$ cat config.mk
export PLATFORM = sky130hd
export DESIGN_NAME = time_slot_histogram_peak_core
export DESIGN_NICKNAME = d
export VERILOG_FILES = /design/src/hdl/tshp_pkg.sv /design/src/hdl/time_slot_histogram_peak_core.sv /design/src/hdl/tshp_ram.sv /design/src/hdl/tshp_slot_map.sv /design/src/hdl/tshp_update.sv
export SDC_FILE = /design/constraint.sdc
export NUM_CORES = 2
export LEC_CHECK = 0
export ABC_CLOCK_PERIOD_IN_PS = 9730
export BUFFER_PORTS_ARGS = -buffer_cell sky130_fd_sc_hd__buf_2
export CAP_MARGIN = 20
export CORE_ASPECT_RATIO = 0.7
export CORE_MARGIN = 5
export CORE_UTILIZATION = 45
export CTS_BUF_LIST = sky130_fd_sc_hd__clkbuf_2 sky130_fd_sc_hd__clkbuf_4 sky130_fd_sc_hd__clkbuf_8
export CTS_CLUSTER_SIZE = 20
export DETAILED_ROUTE_END_ITERATION = 8
export GPL_ROUTABILITY_DRIVEN = 1
export PLACE_DENSITY = 0.7
export SETUP_SLACK_MARGIN = 0.5
export SLEW_MARGIN = 20
export SYNTH_ARGS = -nofsm -noshare
export SYNTH_HDL_FRONTEND = slang
export SYNTH_HIERARCHICAL = 1
export SYNTH_SLANG_ARGS = --single-unit
$ cat constraint.sdc
create_clock -name clk -period 9.73 [get_ports clk]
set_clock_uncertainty 0.15 [all_clocks]
set_input_delay 1.946 -clock clk [delete_from_list [all_inputs] [get_ports clk]]
set_output_delay 1.946 -clock clk [all_outputs]
set_load 0.005 [all_outputs]
$ cat src/hdl/tshp_pkg.sv
`timescale 1ns / 1ps

package tshp_pkg;

    // fixed field widths
    localparam int CNT_W      = 16;
    localparam int MINUTE_W   = 11;
    localparam int DAY_W      = 9;
    localparam int OUT_SLOT_W = 7;
    localparam int CFG_IDX_W  = 1;

    localparam logic [CNT_W-1:0] CNT_MAX = 16'hFFFF;

    // configuration register indexes and reset values
    localparam logic [CFG_IDX_W-1:0] REG_MIN_COUNT = 1'b0;
    localparam logic [CFG_IDX_W-1:0] REG_MIN_DAYS  = 1'b1;
    localparam logic [CNT_W-1:0]     MIN_COUNT_RESET = 16'd3;
    localparam logic [CNT_W-1:0]     MIN_DAYS_RESET  = 16'd3;

    typedef logic [CNT_W-1:0] cnt_t;
    typedef logic [DAY_W-1:0] day_t;

    typedef enum logic [1:0] {
        CMD_RECORD = 2'd0,
        CMD_CLEAR  = 2'd1,
        CMD_STATUS = 2'd2
    } cmd_t;

    // running statistics kept beside the counter store
    typedef struct packed {
        cnt_t event_total;
        cnt_t day_total;
        cnt_t best_count;
        day_t last_day;
        logic last_day_valid;
    } stats_t;

    // result fields other than the slot index and the peak slot
    typedef struct packed {
        logic                recorded;
        cnt_t                slot_count;
        cnt_t                total_events;
        cnt_t                observed_days;
        cnt_t                peak_count;
        logic                peak_found;
        logic [MINUTE_W-1:0] peak_centre_minute;
        logic                reliable;
    } result_t;

    function automatic cnt_t sat_inc(input cnt_t v);
        return (v == CNT_MAX) ? v : cnt_t'(v + 16'd1);
    endfunction

endpackage

$ cat src/hdl/time_slot_histogram_peak_core.sv
`timescale 1ns / 1ps

// Saturating time-slot histogram with peak tracking. Each item (record, clear or
// status) gives exactly one result. One item is taken every clock cycle when the
// output is not stalled. The counter RAM is read at the edge that takes the item
// into stage one; when stage one advances, the read-modify-write, statistics
// update and loading of the result into the output register follow, with the
// write-back forwarded to a following item of the same slot. Counters are cleared
// at once through a valid bit per slot, so there is no clearing pass after reset
// or clear.
// Configuration is written through cfg_wr_en / cfg_index / cfg_wdata; the user
// must write it only while the block is idle, as the block does not enforce this.
module time_slot_histogram_peak_core #(
    parameter int NUM_SLOTS        = 96,
    parameter int MINUTES_PER_SLOT = 15
) (
    input  logic                                 clk,
    input  logic                                 rst_n,
    // configuration port
    input  logic                                 cfg_wr_en,
    input  logic [tshp_pkg::CFG_IDX_W-1:0]       cfg_index,
    input  logic [tshp_pkg::CNT_W-1:0]           cfg_wdata,
    // input channel
    input  logic                                 in_valid,
    output logic                                 in_stall,
    input  logic [1:0]                           cmd,
    input  logic                                 time_known,
    input  logic [tshp_pkg::MINUTE_W-1:0]        minute_of_day,
    input  logic [tshp_pkg::DAY_W-1:0]           day_of_year,
    // output channel
    output logic                                 out_valid,
    input  logic                                 out_stall,
    output logic                                 recorded,
    output logic [tshp_pkg::OUT_SLOT_W-1:0]      slot_index,
    output logic [tshp_pkg::CNT_W-1:0]           slot_count,
    output logic [tshp_pkg::CNT_W-1:0]           total_events,
    output logic [tshp_pkg::CNT_W-1:0]           observed_days,
    output logic [tshp_pkg::OUT_SLOT_W-1:0]      peak_slot,
    output logic [tshp_pkg::CNT_W-1:0]           peak_count,
    output logic                                 peak_found,
    output logic [tshp_pkg::MINUTE_W-1:0]        peak_centre_minute,
    output logic                                 reliable
);

    localparam int SLOT_W = $clog2(NUM_SLOTS);

    // configuration registers
    tshp_pkg::cnt_t min_count_reg;
    tshp_pkg::cnt_t min_days_reg;

    // stage one: item waiting on the RAM read
    logic                 s1_valid_reg;
    tshp_pkg::cmd_t       s1_cmd_reg;
    logic                 s1_known_reg;
    logic                 s1_in_range_reg;
    logic [SLOT_W-1:0]    s1_slot_reg;
    tshp_pkg::day_t       s1_day_reg;
    logic                 fwd_reg;
    tshp_pkg::cnt_t       fwd_count_reg;

    // histogram state
    logic [NUM_SLOTS-1:0] slot_valid_reg;
    tshp_pkg::stats_t     stats_reg;
    logic [SLOT_W-1:0]    best_slot_reg;

    // output register
    logic                 out_valid_reg;
    tshp_pkg::result_t    result_reg;
    logic [SLOT_W-1:0]    slot_index_reg;
    logic [SLOT_W-1:0]    peak_slot_reg;

    logic                 accept;
    logic                 s1_advance;
    logic [SLOT_W-1:0]    map_slot;
    logic                 map_in_range;
    tshp_pkg::cnt_t       rd_count;
    tshp_pkg::cnt_t       cur_count;
    logic                 do_record;
    logic                 do_clear;
    logic                 wr_en;
    tshp_pkg::cnt_t       new_count;
    tshp_pkg::stats_t     stats_next;
    logic [SLOT_W-1:0]    best_slot_next;
    logic [SLOT_W-1:0]    slot_out;
    tshp_pkg::result_t    result;

    // handshake
    assign s1_advance = s1_valid_reg && (!out_valid_reg || !out_stall);
    assign in_stall   = s1_valid_reg && !s1_advance;
    assign accept     = in_valid && !in_stall;
    assign wr_en      = s1_advance && do_record;

    // configuration writes
    always_ff @(posedge clk or negedge rst_n)
    begin
        if (!rst_n)
        begin
            min_count_reg <= tshp_pkg::MIN_COUNT_RESET;
            min_days_reg  <= tshp_pkg::MIN_DAYS_RESET;
        end
        else if (cfg_wr_en)
        begin
            unique case (cfg_index)
                tshp_pkg::REG_MIN_COUNT: min_count_reg <= cfg_wdata;
                tshp_pkg::REG_MIN_DAYS:  min_days_reg  <= cfg_wdata;
                default:                 min_days_reg  <= min_days_reg;
            endcase
        end
    end

    tshp_slot_map #(
        .NUM_SLOTS        (NUM_SLOTS),
        .MINUTES_PER_SLOT (MINUTES_PER_SLOT)
    ) u_slot_map (
        .minute_of_day (minute_of_day),
        .slot          (map_slot),
        .in_range      (map_in_range)
    );

    tshp_ram #(
        .WIDTH (tshp_pkg::CNT_W),
        .DEPTH (NUM_SLOTS)
    ) u_counter_ram (
        .clk     (clk),
        .wr_en   (wr_en),
        .wr_addr (s1_slot_reg),
        .wr_data (new_count),
        .rd_en   (accept),
        .rd_addr (map_slot),
        .rd_data (rd_count)
    );

    // stage one control and forwarding of a same-slot write-back
    always_ff @(posedge clk or negedge rst_n)
    begin
        if (!rst_n)
        begin
            s1_valid_reg <= 1'b0;
            fwd_reg      <= 1'b0;
        end
        else
        begin
            if (accept)
            begin
                s1_valid_reg <= 1'b1;
                fwd_reg      <= wr_en && (s1_slot_reg == map_slot);
            end
            else if (s1_advance)
            begin
                s1_valid_reg <= 1'b0;
            end
        end
    end

    // stage one payload
    always_ff @(posedge clk)
    begin
        if (accept)
        begin
            s1_cmd_reg      <= tshp_pkg::cmd_t'(cmd);
            s1_known_reg    <= time_known;
            s1_in_range_reg <= map_in_range;
            s1_slot_reg     <= map_slot;
            s1_day_reg      <= day_of_year;
            fwd_count_reg   <= new_count;
        end
    end

    // counter value before this item: forwarded, stored or cleared
    always_comb
    begin
        priority if (fwd_reg)
        begin
            cur_count = fwd_count_reg;
        end
        else if (s1_in_range_reg && slot_valid_reg[s1_slot_reg])
        begin
            cur_count = rd_count;
        end
        else
        begin
            cur_count = '0;
        end
    end

    tshp_update #(
        .NUM_SLOTS        (NUM_SLOTS),
        .MINUTES_PER_SLOT (MINUTES_PER_SLOT)
    ) u_update (
        .cmd            (s1_cmd_reg),
        .time_known     (s1_known_reg),
        .in_range       (s1_in_range_reg),
        .slot           (s1_slot_reg),
        .day            (s1_day_reg),
        .cur_count      (cur_count),
        .stats          (stats_reg),
        .best_slot      (best_slot_reg),
        .min_count      (min_count_reg),
        .min_days       (min_days_reg),
        .do_record      (do_record),
        .do_clear       (do_clear),
        .new_count      (new_count),
        .stats_next     (stats_next),
        .best_slot_next (best_slot_next),
        .slot_out       (slot_out),
        .result         (result)
    );

    // histogram state update
    always_ff @(posedge clk or negedge rst_n)
    begin
        if (!rst_n)
        begin
            slot_valid_reg <= '0;
            stats_reg      <= '0;
            best_slot_reg  <= '0;
        end
        else if (s1_advance)
        begin
            stats_reg     <= stats_next;
            best_slot_reg <= best_slot_next;
            if (do_clear)
            begin
                slot_valid_reg <= '0;
            end
            else if (do_record)
            begin
                slot_valid_reg[s1_slot_reg] <= 1'b1;
            end
        end
    end

    // output register control
    always_ff @(posedge clk or negedge rst_n)
    begin
        if (!rst_n)
        begin
            out_valid_reg <= 1'b0;
        end
        else if (s1_advance)
        begin
            out_valid_reg <= 1'b1;
        end
        else if (!out_stall)
        begin
            out_valid_reg <= 1'b0;
        end
    end

    // output register payload
    always_ff @(posedge clk)
    begin
        if (s1_advance)
        begin
            result_reg     <= result;
            slot_index_reg <= slot_out;
            peak_slot_reg  <= best_slot_next;
        end
    end

    assign out_valid          = out_valid_reg;
    assign recorded           = result_reg.recorded;
    assign slot_index         = tshp_pkg::OUT_SLOT_W'(slot_index_reg);
    assign slot_count         = result_reg.slot_count;
    assign total_events       = result_reg.total_events;
    assign observed_days      = result_reg.observed_days;
    assign peak_slot          = tshp_pkg::OUT_SLOT_W'(peak_slot_reg);
    assign peak_count         = result_reg.peak_count;
    assign peak_found         = result_reg.peak_found;
    assign peak_centre_minute = result_reg.peak_centre_minute;
    assign reliable           = result_reg.reliable;

endmodule

$ cat src/hdl/tshp_ram.sv
`timescale 1ns / 1ps

module tshp_ram #(
    parameter int WIDTH = 16,
    parameter int DEPTH = 96
) (
    input  logic                     clk,
    input  logic                     wr_en,
    input  logic [$clog2(DEPTH)-1:0] wr_addr,
    input  logic [WIDTH-1:0]         wr_data,
    input  logic                     rd_en,
    input  logic [$clog2(DEPTH)-1:0] rd_addr,
    output logic [WIDTH-1:0]         rd_data
);

    logic [WIDTH-1:0] mem [DEPTH];

    // one write port, one registered read port
    always_ff @(posedge clk)
    begin
        if (wr_en)
        begin
            mem[wr_addr] <= wr_data;
        end
        if (rd_en)
        begin
            rd_data <= mem[rd_addr];
        end
    end

endmodule

$ cat src/hdl/tshp_slot_map.sv
`timescale 1ns / 1ps

module tshp_slot_map #(
    parameter int NUM_SLOTS        = 96,
    parameter int MINUTES_PER_SLOT = 15
) (
    input  logic [tshp_pkg::MINUTE_W-1:0]  minute_of_day,
    output logic [$clog2(NUM_SLOTS)-1:0]   slot,
    output logic                           in_range
);

    localparam int SLOT_W    = $clog2(NUM_SLOTS);
    // 2^DIV_SHIFT exceeds the largest minute times the slot length, so the quotient is exact
    localparam int DIV_SHIFT = 22;
    localparam int RECIP_W   = DIV_SHIFT + 1;
    localparam int PROD_W    = RECIP_W + tshp_pkg::MINUTE_W;
    localparam longint RECIP = ((64'd1 << DIV_SHIFT) + MINUTES_PER_SLOT - 1) / MINUTES_PER_SLOT;

    logic [PROD_W-1:0]             prod;
    logic [tshp_pkg::MINUTE_W-1:0] quot;

    // divide by the slot length through a reciprocal multiply
    assign prod     = {{RECIP_W{1'b0}}, minute_of_day} * PROD_W'(RECIP);
    assign quot     = prod[DIV_SHIFT +: tshp_pkg::MINUTE_W];
    assign in_range = quot < tshp_pkg::MINUTE_W'(NUM_SLOTS);
    assign slot     = quot[SLOT_W-1:0];

endmodule

$ cat src/hdl/tshp_update.sv
`timescale 1ns / 1ps

module tshp_update #(
    parameter int NUM_SLOTS        = 96,
    parameter int MINUTES_PER_SLOT = 15
) (
    input  tshp_pkg::cmd_t                cmd,
    input  logic                          time_known,
    input  logic                          in_range,
    input  logic [$clog2(NUM_SLOTS)-1:0]  slot,
    input  tshp_pkg::day_t                day,
    input  tshp_pkg::cnt_t                cur_count,
    input  tshp_pkg::stats_t              stats,
    input  logic [$clog2(NUM_SLOTS)-1:0]  best_slot,
    input  tshp_pkg::cnt_t                min_count,
    input  tshp_pkg::cnt_t                min_days,
    output logic                          do_record,
    output logic                          do_clear,
    output tshp_pkg::cnt_t                new_count,
    output tshp_pkg::stats_t              stats_next,
    output logic [$clog2(NUM_SLOTS)-1:0]  best_slot_next,
    output logic [$clog2(NUM_SLOTS)-1:0]  slot_out,
    output tshp_pkg::result_t             result
);

    localparam int SLOT_W   = $clog2(NUM_SLOTS);
    localparam int CENTRE_W = 18;

    logic [CENTRE_W-1:0] centre_full;
    logic                found;

    assign do_record = (cmd == tshp_pkg::CMD_RECORD) && time_known && in_range;
    assign do_clear  = (cmd == tshp_pkg::CMD_CLEAR);
    assign new_count = tshp_pkg::sat_inc(cur_count);

    // statistics and peak tracking
    always_comb
    begin
        stats_next     = stats;
        best_slot_next = best_slot;
        priority if (do_record)
        begin
            stats_next.event_total = tshp_pkg::sat_inc(stats.event_total);
            if (!stats.last_day_valid || (day != stats.last_day))
            begin
                stats_next.last_day       = day;
                stats_next.last_day_valid = 1'b1;
                stats_next.day_total      = tshp_pkg::sat_inc(stats.day_total);
            end
            if ((new_count > stats.best_count) ||
                ((new_count == stats.best_count) && (slot < best_slot)))
            begin
                stats_next.best_count = new_count;
                best_slot_next        = slot;
            end
        end
        else if (do_clear)
        begin
            stats_next.event_total = '0;
            stats_next.day_total   = '0;
            stats_next.best_count  = '0;
            best_slot_next         = '0;
        end
        else
        begin
            stats_next = stats;
        end
    end

    // centre minute of the peak slot
    assign centre_full = CENTRE_W'(best_slot_next) * CENTRE_W'(MINUTES_PER_SLOT)
                       + CENTRE_W'(MINUTES_PER_SLOT / 2);

    assign found = (stats_next.best_count != '0);

    // result fields
    always_comb
    begin
        result.recorded           = do_record;
        result.slot_count         = do_record ? new_count : '0;
        result.total_events       = stats_next.event_total;
        result.observed_days      = stats_next.day_total;
        result.peak_count         = stats_next.best_count;
        result.peak_found         = found;
        result.peak_centre_minute = centre_full[tshp_pkg::MINUTE_W-1:0];
        result.reliable           = found && (stats_next.best_count >= min_count)
                                  && (stats_next.day_total >= min_days);
    end

    assign slot_out = do_record ? slot : SLOT_W'(0);

endmodule

==> impl_metrics.csv <==
group,metric,value,unit
synthesis,ys_warn_count,6,
power,clockPowerShare,0.298,
clocking,clkSinkCount,1876,
clocking,clock_latency,0.99,ns
floorplan,die_h,359,um
layout,largest_reg_flops,1536,
floorplan,rows,127,
timing,rsz0062_at_grt,"no",
timing,fin_crit_sh,0.900,
worst_setup_path,reg2reg_to,"peak_centre_minute[10]",
worst_setup_path,cp_slowest_stage_delay,0.54,ns
worst_setup_path,timing.rr.start,"s1_slot_reg[3]",
timing,final.setup.worst_slack,0.975,ns
timing,setup_viol,0,
power,power.internal,14600,uW
detailed_routing,drc_errors,0,
floorplan,die_x,508,um
power,pwr-share-comb,0.263,
worst_setup_path,crit_arrival,9.33,ns
synthesis,ys_dominant_reg_cell,"edfxtp_1",
power,p_sw_frac,0.294,
clocking,htree_levels,5,
synthesis,synth-seq-cells,1876,
clocking,cts_buffers,281,
clocking,max-clock-path-buffers,4,
power,p_per_area,236,nW/um^2
hold_path,hold_depth,2,
timing,fin_crit,8.75,ns
placed_design,gp_congestion,0.878,
hold_path,min_from,"slot_valid_reg[65]",
layout,final_cell_mix,"1,680 x edfxtp_1, 397 x mux4_2, 303 x clkbuf_8, 242 x nor2_1, 192 x dfrtp_1",
timing,final.setup.tns,0,ns
layout,areaGrowthSynthToFinish,12.0,%
worst_setup_path,crit_top_cell,"ha_1",
detailed_routing,num_vias,42600,
synthesis,avgSynthCellArea,18.1,sq um
worst_setup_path,crit_required,10.30,ns
floorplan,core-area,172000,sq um
detailed_routing,wire_per_inst,26.5,um
layout,final_common_cell,"edfxtp_1",
detailed_routing,routed_via_density,5.94,
power,ir_drop,0.000216,V
timing,worstMarginPinSlew,1.20,ns
timing,finalHoldViolations,0,
worst_setup_path,start_kind,"flip-flop",
placed_design,dpl.hpwl,118000,um
worst_setup_path,r2r_slack,0.98,ns
power,leakagePower,0.0308,uW
power,pwr-share-seq,0.439,
synthesis,synthCells,4309,
synthesis,ys_seq_area_frac,0.709,
clocking,clk_pin_slew,0.07,ns
hold_path,min-delay-path-class,"flip-flop to flip-flop",
global_route,grt_pass1_wl,280000,um
worst_setup_path,endpoint_kind,"flip-flop",
global_route,overflow,0,
global_route,grt_use_total,0.207,
floorplan,num_io_pins,139,
floorplan,start_util,0.454,
timing,maxSlewViolCount,0,
synthesis,async_flop_share,0.104,
timing,max_freq,114,MHz
layout,fin_nets,4866,
timing,max_slew_margin,0.200,
layout,drive_gt1_frac,0.284,
placed_design,io_buffers,138,
outcome,status,"complete, no violations",
synthesis,ys_types,101,
worst_setup_path,cp_slowest_cell,"edfxtp_1",
worst_setup_path,critPathMaxFanout,44,
detailed_routing,postRouteAntennaNets,0,
worst_setup_path,r2r_cells,34,
synthesis,syn_nets,4509,
detailed_routing,wirelength,190000,um
power,netSwitchingPower,6070,uW
floorplan,die-area,182000,sq um
synthesis,synth_area,78100,sq um
global_route,antenna_found_initial,5,
clocking,cts_tree,"done",
hold_path,hold_end,"slot_valid_reg[65]",
placed_design,place_ws,0.250,ns
detailed_routing,drt_iter0_drc,5276,
worst_setup_path,critPathKind,"flip-flop to flip-flop",
detailed_routing,dr.pass1.iters,6,
global_route,grt_pass1_vias,41700,
global_route,grt_max_degree,99,
synthesis,synth_edf_count,1680,
clocking,clockRootBuffer,"clkbuf_8",
run,maxCapViolCount,0,
clocking,cts_hold_buffers,0,
-- how the worst max path moves through the flow --
stage	start	to	slack (ns)
floorplan	s1_slot_reg[3]	peak_centre_minute[9]	0.53
global placement	s1_slot_reg[0]	peak_centre_minute[9]	0.50
finish	s1_slot_reg[3]	peak_centre_minute[10]	0.98
detailed placement	s1_slot_reg[0]	peak_centre_minute[10]	0.25
CTS	s1_slot_reg[2]	peak_centre_minute[9]	0.55
global route	s1_slot_reg[3]	peak_centre_minute[9]	0.51
-- cells by family (layout without fill, tap and decap cells) --
kind of cell               count (synthesis)  count (layout)  synth area share
adders and majority gates                155             155            0.0268
buffers and inverters                    399             942            0.0262
AOI/OAI and AO/OA                        484             484            0.0415
muxes                                    633             633             0.147
DFF                                     1876            1876             0.709
other                                      0               5                 0
and+or+nand+nor                          718             718            0.0440
xor gates and xnor gates                  44              44           0.00527
-- cell type report --
type / count / area (sq um)
Multi-Input combinational cell: 2034 / 21000
Clock buffer: 395 / 4850
Tap cell: 2322 / 2910
Timing Repair Buffer: 339 / 2490
Antenna cell: 5 / 12.5
Clock inverter: 74 / 374
Inverter: 134 / 542
Sequential cell: 1876 / 55400
Fill cell: 13700 / 84400
-- worst max-delay path, delay by kind of cell, from the launching register on --
family,cells,cell delay (ns)
XOR/XNOR,1,0.28
AO/OA/AOI/OAI,12,2.26
buffers and inverters,5,0.70
adder cells (fa/ha/maj),6,2.21
AND/OR/NAND/NOR,10,2.30
flip-flops,1,0.54
-- through the flow --
step / hold slack (ns) / cell area, sq um / utilization / power, uW / cells
3_3_place_gp: 0.307 / 82000 / 0.477 / 14600 / 6688
5_1_grt: 0.353 / 87500 / 0.509 / 21600 / 7176
6_report: 0.345 / 87500 / 0.509 / 20700 / 7179
2_1_floorplan: 0.294 / 78100 / - / 13100 / 4309
4_1_cts: 0.342 / 87300 / 0.508 / 20800 / 7162
3_5_place_dp: 0.318 / 82000 / 0.477 / 14600 / 6689
-- synth_stat cells (9+ instances only) --
cell type | n | area (sq um)
edfxtp_1 | 1680 | 50400
mux4_2 | 397 | 8940
nor2_1 | 261 | 980
dfrtp_1 | 192 | 4800
a21oi_1 | 158 | 791
nand2_1 | 157 | 589
ha_1 | 134 | 1680
inv_1 | 131 | 492
mux2i_1 | 123 | 1230
nand3_1 | 111 | 556
mux2_2 | 105 | 1180
clkbuf_1 | 86 | 323
buf_4 | 85 | 638
buf_2 | 61 | 305
o21ai_0 | 49 | 245
a22oi_1 | 45 | 338
o22ai_1 | 38 | 238
nor3_1 | 29 | 145
nand4_1 | 28 | 175
o211ai_1 | 28 | 210
xnor2_1 | 28 | 245
o2111ai_1 | 23 | 201
a31oi_1 | 22 | 138
nor2b_1 | 22 | 138
fa_1 | 21 | 420
nand2b_1 | 21 | 131
a211oi_1 | 16 | 120
buf_1 | 16 | 60.1
nor4_1 | 15 | 93.8
and2_1 | 14 | 87.6
xor2_1 | 14 | 123
a21o_1 | 12 | 90.1
a32o_1 | 11 | 110
buf_6 | 11 | 124
o21a_1 | 10 | 75.1
o31ai_1 | 9 | 67.6
-- power by group through the flow --
stage	clock [uW]	combinational [uW]	sequential, uW
2_1_floorplan	0	3840	9210
3_3_place_gp	0	5330	9250
3_5_place_dp	0	5380	9250
4_1_cts	6260	5420	9080
5_1_grt	6660	5820	9080
6_report	6150	5440	9070
-- per-layer routing --
layer | track usage | up-vias | wire length, um
met3 | 0.0602 | 276 | 22800
met5 | 0.00812 | - | 224
met4 | 0.0486 | 4 | 3380
met1 | 0.322 | 22100 | 82100
met2 | 0.287 | 2346 | 81700
li1 | - | 17900 | -
-- timing repair --
| action | 4_1_cts | 5_1_grt |
|---|---|---|
| gates resized for setup | 1 | 5 |
| hold endpoints to repair | 0 | 0 |
| setup buffers | 4 | 10 |
| endpoints found under the setup margin | 4 | 6 |
| pin swaps | 0 | 2 |
(Power assumes the default switching activity.)
